<file path="config.mk">
export PLATFORM = sky130hd
export DESIGN_NAME = gcode_line_filter
export DESIGN_NICKNAME = d
export VERILOG_FILES = /design/src/hdl/gcf_pkg.sv /design/src/hdl/gcode_line_filter.sv /design/src/hdl/gcf_ram.sv /design/src/hdl/gcf_ctrl.sv /design/src/hdl/gcf_dp.sv
export SDC_FILE = /design/constraint.sdc
export NUM_CORES = 1
export LEC_CHECK = 0
export BUFFER_PORTS_ARGS = -buffer_cell sky130_fd_sc_hd__buf_4
export CORE_UTILIZATION = 50
export CTS_CLUSTER_DIAMETER = 120
export DETAILED_ROUTE_END_ITERATION = 7
export PLACE_DENSITY = 0.71
export SYNTH_ARGS = -nofsm -noshare
export SYNTH_HDL_FRONTEND = slang
export SYNTH_SLANG_ARGS = --single-unit
</file>
<file path="constraint.sdc">
create_clock -name aclk -period 6.25 [get_ports aclk]
set_input_delay 1.25 -clock aclk [delete_from_list [all_inputs] [get_ports aclk]]
set_output_delay 1.25 -clock aclk [all_outputs]
set_load 0.03 [all_outputs]
</file>
<file path="src/hdl/gcf_pkg.sv">
// package: types, codes and constants of the line filter
`timescale 1ns / 1ps

package gcf_pkg;

    localparam int GCF_LINE_DEPTH = 64;

    localparam logic [1:0] CMD_DATA = 2'd0;
    localparam logic [1:0] CMD_END  = 2'd1;
    localparam logic [1:0] CMD_ERR  = 2'd2;

    localparam logic [7:0] CH_LF   = 8'h0A;
    localparam logic [7:0] CH_CR   = 8'h0D;
    localparam logic [7:0] CH_SP   = 8'h20;
    localparam logic [7:0] CH_SEMI = 8'h3B;

    typedef struct packed {
        logic [1:0] command;
        logic [7:0] data_byte;
    } gcf_in_t;

    typedef struct packed {
        logic [7:0] line_char;
        logic       last_char;
    } gcf_out_t;

    typedef struct packed {
        logic take;
        logic rd_en;
        logic advance;
    } gcf_cmd_t;

    typedef struct packed {
        logic emit;
        logic last;
    } gcf_sts_t;

endpackage

</file>
<file path="src/hdl/gcode_line_filter.sv">
// top level: g-code line filter
// a byte request that emits nothing is taken in the idle state and ready stays high
// a byte request ending a line of n kept characters occupies the block until all n are read out
// each char is a line store read in the fetch state, then held in the show state until m_ready
// input is refused while a line is read out; output starts after the fetch state's store read
// synchronous active-low reset clears fill count, skip flag and controller; store is not cleared
`timescale 1ns / 1ps

module gcode_line_filter #(
    parameter int LINE_DEPTH = gcf_pkg::GCF_LINE_DEPTH
) (
    input  logic              aclk,
    input  logic              aresetn,
    input  logic              s_valid,
    output logic              s_ready,
    input  gcf_pkg::gcf_in_t  s_data,
    output logic              m_valid,
    input  logic              m_ready,
    output gcf_pkg::gcf_out_t m_data
);

    gcf_pkg::gcf_cmd_t cmd;
    gcf_pkg::gcf_sts_t sts;

    gcf_ctrl u_ctrl (
        .aclk    (aclk),
        .aresetn (aresetn),
        .s_valid (s_valid),
        .s_ready (s_ready),
        .m_valid (m_valid),
        .m_ready (m_ready),
        .sts     (sts),
        .cmd     (cmd)
    );

    gcf_dp #(
        .LINE_DEPTH (LINE_DEPTH)
    ) u_dp (
        .aclk     (aclk),
        .aresetn  (aresetn),
        .in_data  (s_data),
        .cmd      (cmd),
        .sts      (sts),
        .out_data (m_data)
    );

endmodule

</file>
<file path="src/hdl/gcf_ram.sv">
// generic single-write, single-read ram with registered read data
`timescale 1ns / 1ps

module gcf_ram #(
    parameter int WIDTH = 8,
    parameter int DEPTH = 64
) (
    input  logic                     aclk,
    input  logic                     wr_en,
    input  logic [$clog2(DEPTH)-1:0] wr_addr,
    input  logic [WIDTH-1:0]         wr_data,
    input  logic                     rd_en,
    input  logic [$clog2(DEPTH)-1:0] rd_addr,
    output logic [WIDTH-1:0]         rd_data
);

    logic [WIDTH-1:0] mem [DEPTH];
    logic [WIDTH-1:0] rd_data_reg;

    always_ff @(posedge aclk) begin
        if (wr_en) begin
            mem[wr_addr] <= wr_data;
        end
        if (rd_en) begin
            rd_data_reg <= mem[rd_addr];
        end
    end

    assign rd_data = rd_data_reg;

endmodule

</file>
<file path="src/hdl/gcf_ctrl.sv">
// controller: request intake and per-character readout sequencing
`timescale 1ns / 1ps

module gcf_ctrl (
    input  logic              aclk,
    input  logic              aresetn,
    input  logic              s_valid,
    output logic              s_ready,
    output logic              m_valid,
    input  logic              m_ready,
    input  gcf_pkg::gcf_sts_t sts,
    output gcf_pkg::gcf_cmd_t cmd
);

    typedef enum logic [1:0] {
        ST_IDLE,
        ST_FETCH,
        ST_SHOW
    } state_t;

    state_t state_reg, state_next;
    logic   s_ready_reg, s_ready_next;
    logic   m_valid_reg, m_valid_next;

    always_comb begin
        state_next  = state_reg;
        cmd.take    = 1'b0;
        cmd.rd_en   = 1'b0;
        cmd.advance = 1'b0;
        case (state_reg)
            ST_IDLE: begin
                if (s_valid && s_ready_reg) begin
                    cmd.take = 1'b1;
                    if (sts.emit) begin
                        state_next = ST_FETCH;
                    end
                end
            end
            ST_FETCH: begin
                cmd.rd_en  = 1'b1;
                state_next = ST_SHOW;
            end
            ST_SHOW: begin
                if (m_ready) begin
                    cmd.advance = 1'b1;
                    state_next  = sts.last ? ST_IDLE : ST_FETCH;
                end
            end
            default: begin
                state_next = ST_IDLE;
            end
        endcase
        s_ready_next = (state_next == ST_IDLE);
        m_valid_next = (state_next == ST_SHOW);
    end

    always_ff @(posedge aclk) begin
        if (!aresetn) begin
            state_reg   <= ST_IDLE;
            s_ready_reg <= 1'b0;
            m_valid_reg <= 1'b0;
        end else begin
            state_reg   <= state_next;
            s_ready_reg <= s_ready_next;
            m_valid_reg <= m_valid_next;
        end
    end

    assign s_ready = s_ready_reg;
    assign m_valid = m_valid_reg;

endmodule

</file>
<file path="src/hdl/gcf_dp.sv">
// datapath: line store, fill and trim counters, skip flag, readout pointer
`timescale 1ns / 1ps

module gcf_dp #(
    parameter int LINE_DEPTH = gcf_pkg::GCF_LINE_DEPTH
) (
    input  logic              aclk,
    input  logic              aresetn,
    input  gcf_pkg::gcf_in_t  in_data,
    input  gcf_pkg::gcf_cmd_t cmd,
    output gcf_pkg::gcf_sts_t sts,
    output gcf_pkg::gcf_out_t out_data
);

    localparam int CW = $clog2(LINE_DEPTH + 1);
    localparam int AW = $clog2(LINE_DEPTH);
    localparam logic [CW-1:0] FULL_COUNT = CW'(LINE_DEPTH - 1);

    logic [CW-1:0] fill_reg, fill_next;
    logic [CW-1:0] keep_reg, keep_next;
    logic [CW-1:0] len_reg, len_next;
    logic [CW-1:0] ptr_reg, ptr_next;
    logic          skip_reg, skip_next;

    logic [CW-1:0] fill_inc;
    logic [CW-1:0] emit_len;
    logic [CW-1:0] keep_dec;
    logic          emit;
    logic          emit_go;
    logic          store;
    logic          is_data;
    logic          is_end;
    logic [7:0]    ch;
    logic [7:0]    rd_data;

    always_comb begin
        ch        = in_data.data_byte;
        is_data   = (in_data.command == gcf_pkg::CMD_DATA);
        is_end    = (in_data.command == gcf_pkg::CMD_END);
        fill_inc  = fill_reg + CW'(1);
        emit      = 1'b0;
        store     = 1'b0;
        emit_len  = keep_reg;
        keep_dec  = keep_reg;
        skip_next = skip_reg;
        if (is_end) begin
            emit = (fill_reg != '0) && !skip_reg;
        end else if (is_data) begin
            if (ch == gcf_pkg::CH_LF) begin
                if (skip_reg) begin
                    skip_next = 1'b0;
                end else begin
                    emit = (fill_reg != '0);
                end
            end else if (skip_reg || (ch == gcf_pkg::CH_CR)) begin
                emit = 1'b0;
            end else if ((ch == gcf_pkg::CH_SP) && (fill_reg == '0)) begin
                emit = 1'b0;
            end else if (ch == gcf_pkg::CH_SEMI) begin
                skip_next = 1'b1;
                emit      = (fill_reg != '0);
            end else begin
                store = 1'b1;
                if (ch != gcf_pkg::CH_SP) begin
                    keep_dec = fill_inc;
                end
                emit_len = keep_dec;
                if (fill_inc >= FULL_COUNT) begin
                    skip_next = 1'b1;
                    emit      = 1'b1;
                end
            end
        end
        emit_go = emit && (emit_len != '0);
    end

    always_comb begin
        fill_next = fill_reg;
        keep_next = keep_reg;
        len_next  = len_reg;
        ptr_next  = ptr_reg;
        if (cmd.take) begin
            if (store) begin
                fill_next = fill_inc;
                keep_next = keep_dec;
            end
            if (emit) begin
                fill_next = '0;
                keep_next = '0;
            end
            if (emit_go) begin
                len_next = emit_len;
                ptr_next = '0;
            end
        end else if (cmd.advance) begin
            ptr_next = ptr_reg + CW'(1);
        end
    end

    always_ff @(posedge aclk) begin
        if (!aresetn) begin
            fill_reg <= '0;
            keep_reg <= '0;
            skip_reg <= 1'b0;
            len_reg  <= '0;
            ptr_reg  <= '0;
        end else begin
            fill_reg <= fill_next;
            keep_reg <= keep_next;
            len_reg  <= len_next;
            ptr_reg  <= ptr_next;
            if (cmd.take) begin
                skip_reg <= skip_next;
            end
        end
    end

    gcf_ram #(
        .WIDTH (8),
        .DEPTH (LINE_DEPTH)
    ) u_store (
        .aclk    (aclk),
        .wr_en   (cmd.take && store),
        .wr_addr (fill_reg[AW-1:0]),
        .wr_data (ch),
        .rd_en   (cmd.rd_en),
        .rd_addr (ptr_reg[AW-1:0]),
        .rd_data (rd_data)
    );

    assign sts.emit           = emit_go;
    assign sts.last           = ((ptr_reg + CW'(1)) == len_reg);
    assign out_data.line_char = rd_data;
    assign out_data.last_char = sts.last;

endmodule

</file>
== Yosys cells after proc, flatten, opt, wreduce, memory -nomap -nowiden ==
Memory sizes are Yosys's and may differ from the RTL's. A register that Yosys moved wholly into a read port is not among the register bits.
Index checks and enable logic that the tools add are counted.

* Add/sub/neg operators: 2
* Magnitude comparators: 1
* Eq/ne operators: 13
* Multiplexer cells: 45
* Bitwise logic cells: 1
* Reductions and logical operators: 20

{| class="wikitable"
|+ Operator list
! kind !! number
|-
| $mux W7 || 14
|-
| $mux W1 || 27
|-
| $eq A8 B4 Y1 const B || 2
|-
| $eq A8 B6 Y1 const B || 2
|-
| $add A7 B1 Y7 const B || 2
|-
| $reduce_bool A7 Y1 || 2
|-
| $ne A8 B6 Y1 const B || 1
|-
| $eq A7 B7 Y1 || 1
|-
| $ge A7 B6 Y1 const B || 1
|-
| $logic_not A7 Y1 || 1
|-
| $logic_not A2 Y1 || 3
|-
| $mux W2 || 3
|-
| $pmux W2 S3 || 1
|-
| $reduce_and A2 Y1 || 3
|-
| $reduce_and A6 Y1 || 1
|-
| $logic_and A1 B1 Y1 || 5
|-
| $eq A2 B1 Y1 const B || 2
|-
| $eq A2 B2 Y1 const B || 2
|-
| $ne A2 B1 Y1 const B || 2
|-
| $reduce_bool A2 Y1 || 2
|-
| $reduce_bool A3 Y1 || 1
|-
| $ne A2 B2 Y1 const B || 1
|-
| $logic_not A1 Y1 || 1
|-
| $logic_or A1 B1 Y1 || 1
|-
| $not A1 Y1 || 1
|}

* Bits in registers: 33
* Bits in writable memories: 512
* Memories kept: 1

{| class="wikitable"
|+ Memory list
! memory !! depth !! width !! rd ports !! clocked after memory_dff !! write ports !! RTL line !! text
|-
| u_dp.u_store.mem || 64 || 8 || 1 || 1 || 1 || gcf_ram.sv:17 || <nowiki>logic [WIDTH-1:0] mem [DEPTH];</nowiki>
|}

== Logic depth before layout (Yosys ltp) ==
* Word-level depth: 14
* Depth in mapped cells: 10

== Cells and area by module ==
From an unflattened synthesis, not the netlist that was laid out.

* Cells, all modules: 1187
* Area, all modules: 22201.3 µm²

{| class="wikitable"
|+ Modules (own cells, without submodules)
! module !! times used !! cells each !! area an instance (µm²) !! sequential area each (µm²)
|-
| gcf_ram || 1 || 940 || 20246.9 || 15615.0
|-
| gcf_dp || 1 || 229 || 1780.5 || 580.6
|-
| gcf_ctrl || 1 || 18 || 173.9 || 80.1
|}

== Least setup slack after synthesis ==
Ideal clock, no wire load.

* Path kind: input to register
* Start point: input port s_data[2] (netlist bit)
* End point: memory u_dp.u_store.mem[35][0], enable pin
* Setup time: 395 ps
* Data arrival time: 3068 ps
* Slack: 2787 ps
* Stages: 6
* Buffers on the path: 0
* Cells stage by stage: and3b_1 o211ai_1 nand3_1 nor2_1 nand2_1 nor4_1

* Cells in the longest elaborated chain, start to end: 10
* Elaborated cells on any way between the ends: 15
* Those cells by class: 4 x eq/ne; 8 x mux; 3 x reduce/logical

{| class="wikitable"
|+ RTL lines
! what !! RTL line !! text
|-
| start, declared || gcode_line_filter.sv:16 || <nowiki>input gcf_pkg::gcf_in_t s_data,</nowiki>
|-
| $eq A8 B6 Y1 (on tied branches) || gcf_dp.sv:59, gcf_dp.sv:57 ||
|-
| $mux W1 / $logic_and A1 B1 Y1 (equally long branches) || gcf_dp.sv:59, gcf_dp.sv:57 ||
|-
| $mux W1 || gcf_dp.sv:57 || <nowiki>end else if ((ch == gcf_pkg::CH_SP) && (fill_reg == '0)) begin</nowiki>
|-
| $mux W1 || gcf_dp.sv:55 || <nowiki>end else if (skip_reg || (ch == gcf_pkg::CH_CR)) begin</nowiki>
|-
| $mux W1 (*) || gcf_dp.sv:49 || <nowiki>if (ch == gcf_pkg::CH_LF) begin</nowiki>
|-
| $mux W1 (*) || gcf_dp.sv:48 || <nowiki>end else if (is_data) begin</nowiki>
|-
| $mux W1 (*) || gcf_dp.sv:46 || <nowiki>if (is_end) begin</nowiki>
|-
| $logic_and A1 B1 Y1 (*) || gcf_dp.sv:123 || <nowiki>.wr_en (cmd.take && store),</nowiki>
|-
| $mux W1 (*) || gcf_ram.sv:21 || <nowiki>if (wr_en) begin</nowiki>
|-
| $mux W1 (not written as such) (*) || gcf_ram.sv:22 || <nowiki>mem[wr_addr] <= wr_data;</nowiki>
|-
| end, declared || gcf_ram.sv:17 ||
|}

Every way passes the cells marked *; elsewhere a longest branch is shown, timed or not.

==> flow_summary_export.csv <==
group,metric,value,unit
outcome,status,"finished clean",
timing,period_minus_slack,4362,ps
timing,grt_setup_unrepaired,"no",
cells_and_area,drive_above_1_share,26.51,%
drt,drt-pass1-iter-count,5,
cells_and_area,final_core_util,56.65,%
critical_path,path_max_fanout,70,
power_and_ir_drop,power_leakage,7.274,nW
yosys,syn-num-nets,1067,
critical_path,path_delay_family,"flip-flops",
yosys,synth_top_cells_by_area,"edfxtp_1 (71%), mux4_2 (17%), dfxtp_1 (3.0%)",
yosys,ys_seq_area_share,74.48,%
clocking,cts_tree,"done",
power_and_ir_drop,power.density,305.0,nW/um2
timing,setup_slack,1888,ps
yosys,synth_cell_type_count,57,
clocking,clk_latency,590,ps
critical_path,crit_path_top_delay_cell,"dfxtp_4",
place,numPortBuffers,24,
drt,routed_wl,47900,um
clocking,numCtsBuffers,53,
drt,drc_errors,0,
critical_path,crit_top_cell,"and3_1",
clocking,cts-hold-fix-buffers,0,
drt,first_iter_violations,1228,
critical_path,critPathMaxStageDelay,1020,ps
yosys,async_reset_ff_share,0,%
critical_path,path_buf_inv,1,
yosys,ys_ff_latch,553,
yosys,netlist_area,21850,um2
worst_hold_path,hp-class,"flop to flop",
timing,fmax,229.2,MHz
timing,fin_skew,13.20,ps
critical_path,cp-endpoint,"m_data[0]",
yosys,avgSynthCellArea,20.83,um2
clocking,clockBufferDepth,3,
critical_path,setup.worst_path.class,"flop to primary output",
yosys,synthFlopType,"edfxtp_1",
clocking,postCtsSetupBuffers,0,
clocking,ctsHtreeMaxLevel,2,
cells_and_area,nets,1098,
global_routing,overflow,0,
power_and_ir_drop,ir_drop,0.2487,mV
floorplanning,ios,25,
place,dpl.hpwl,28280,um
cells_and_area,fill_cells,3124,
drt,wl_per_cell,28.03,um
clocking,cts_sinks,553,
place,dp_slack,1509,ps
timing,post-route-period-util,69.79,%
clocking,postCtsResizedCells,0,
critical_path,worstSetupStartpoint,"u_dp.ptr_reg[1]$_SDFFE_PN0P_",
drt,viasPerCell,6.235,
clocking,clkTransAtPathRegs,60,ps
timing,hold_viol_final,0,
timing,fin_setup_tns,0,ps
cells_and_area,antenna_cells,0,
drt,final_antenna_net_count,0,
flow_run,drv_cap,0,
floorplanning,die_area,44540,um2
cells_and_area,largest_reg_flops,512,
critical_path,end_kind,"primary output",
timing,slew_violations,0,
floorplanning,start_util,50.73,%
critical_path,cp-start-kind,"flop",
critical_path,crit_chain,"ha_1, and3_1, and3_1, xnor2_1, nor3_1, buf_4",
global_routing,antenna_found_initial,1,
critical_path,r2r_start,"u_dp.ptr_reg[1]$_SDFFE_PN0P_",
timing,slew_headroom,15.14,%
global_routing,grt_pass1_wl,72100,um
yosys,ys_warn_count,0,
floorplanning,die_y,211.1,um
critical_path,regToRegEndpoint,"u_dp.u_store.rd_data[0]$_DFFE_PN_",
critical_path,regToRegSetupSlack,2520,ps
yosys,synth_top_cell_by_area,"edfxtp_1",
power_and_ir_drop,total_power,7.442,mW
drt,vias,10655,
critical_path,critPathRequiredTime,5000,ps
timing,worstMarginPinSlew,1270,ps
floorplanning,die_w,211.1,um
global_routing,grt_max_degree,92,
timing,hold_ws,461.8,ps
timing,setup_violations,0,
place,place.gp.congestion,0.8006,
yosys,synth_edf_count,520,
global_routing,grt_pass1_vias,10466,
critical_path,crit_cells,6,
cells_and_area,area_delta_synth_final,11.66,%
yosys,synthCells,1049,
critical_path,crit_arrival,3110,ps
yosys,synth_top_area_share,71.46,%
clocking,cts_root_buf,"clkbuf_16",
floorplanning,core,43080,um2
floorplanning,fp-row-count,76,
critical_path,rr_worst_depth,4,
global_routing,grtUsageTotal,22.48,%
[cell families (layout without fill, tap and decap cells)]
logic type,after synthesis,count (layout),share of synthesized area (%)
xor gates and xnor gates,14,14,0.5611
AOI/OAI and AO/OA,53,53,1.775
muxes,174,174,17.60
DFF,553,553,74.48
and+or+nand+nor,183,183,3.854
buffers and inverters,68,143,1.506
adders and majority gates,4,4,0.2290
[cells in the mapped netlist (8+ instances only)]
| cell type | count |
|---|---|
| edfxtp_1 | 520 |
| mux4_2 | 168 |
| nor2_1 | 92 |
| dfxtp_1 | 33 |
| clkbuf_1 | 31 |
| nand3_1 | 28 |
| nand2_1 | 21 |
| a21oi_1 | 12 |
| buf_2 | 11 |
| xnor2_1 | 11 |
| buf_1 | 9 |
| buf_6 | 8 |
| inv_1 | 8 |
| or3_1 | 8 |
[layout make-up]
| cell class | count | area (um2) | area share, % |
|---|---|---|---|
| Tap cell | 585 | 732.0 | 3.000 |
| Timing Repair Buffer | 35 | 275.3 | 1.128 |
| Sequential cell | 553 | 16290 | 66.74 |
| Inverter | 9 | 33.78 | 0.1384 |
| Clock inverter | 25 | 270.3 | 1.108 |
| Clock buffer | 74 | 1550 | 6.353 |
| Multi-Input combinational cell | 428 | 5254 | 21.53 |
[placed cells by master, fill, tap and decap left out, types with 4 or more instances in the layout]
master,netlist,final
buf_4,0,34
or3_1,8,8
clkbuf_1,31,11
a31oi_1,4,4
nor2_1,92,92
a21oi_1,12,12
mux2i_1,5,5
inv_1,8,8
dfxtp_1,33,29
nand3_1,28,28
clkbuf_16,0,57
xnor2_1,11,11
o31ai_1,5,5
clkbuf_8,0,6
nand2_1,21,21
mux4_2,168,168
clkinvlp_4,0,4
bufinv_16,0,5
clkinv_2,0,10
edfxtp_1,520,520
nor3_1,4,4
and3_1,6,6
nand4_1,5,5
ha_1,4,4
[metal layers]
metal  global-route usage (%)  wire (um)
met5                        0         13
met1                    34.38      20090
met4                    5.697        842
met3                    4.862       4886
met2                    33.14      22060
[worst min-delay path, delay by kind of cell (launching register included)]
kind | cells | cell delay, ps
flops | 1 | 320
simple gates | 2 | 90
[how the worst min path moves through the flow]
stage | start | slack, ps | endpoint | cells after the start
global placement | u_dp.keep_reg[6]$_SDFFE_PN0P_ | 450 | u_dp.keep_reg[6]$_SDFFE_PN0P_ | 2
detailed placement | u_dp.keep_reg[6]$_SDFFE_PN0P_ | 450 | u_dp.keep_reg[6]$_SDFFE_PN0P_ | 2
global route | u_dp.keep_reg[6]$_SDFFE_PN0P_ | 480 | u_dp.keep_reg[6]$_SDFFE_PN0P_ | 2
finish | u_dp.keep_reg[6]$_SDFFE_PN0P_ | 460 | u_dp.keep_reg[6]$_SDFFE_PN0P_ | 2
floorplan | u_dp.keep_reg[6]$_SDFFE_PN0P_ | 420 | u_dp.keep_reg[6]$_SDFFE_PN0P_ | 2
CTS | u_dp.keep_reg[6]$_SDFFE_PN0P_ | 460 | u_dp.keep_reg[6]$_SDFFE_PN0P_ | 2
[where the power goes]
group          switching [mW]  internal [mW]  total, mW
sequential            0.00122           4.05       4.05
clock                    1.35           1.94       3.29
combinational          0.0851         0.0155      0.101
total                    1.44           6.01       7.44
[per-stage QoR]
step                area (um2)  std cells
floorplan                21850       1049
global placement         22580       1610
detailed placement       22580       1610
CTS                      24400       1709
global route             24400       1709
finish                   24400       1709
Power figures use the tool's default switching activity.
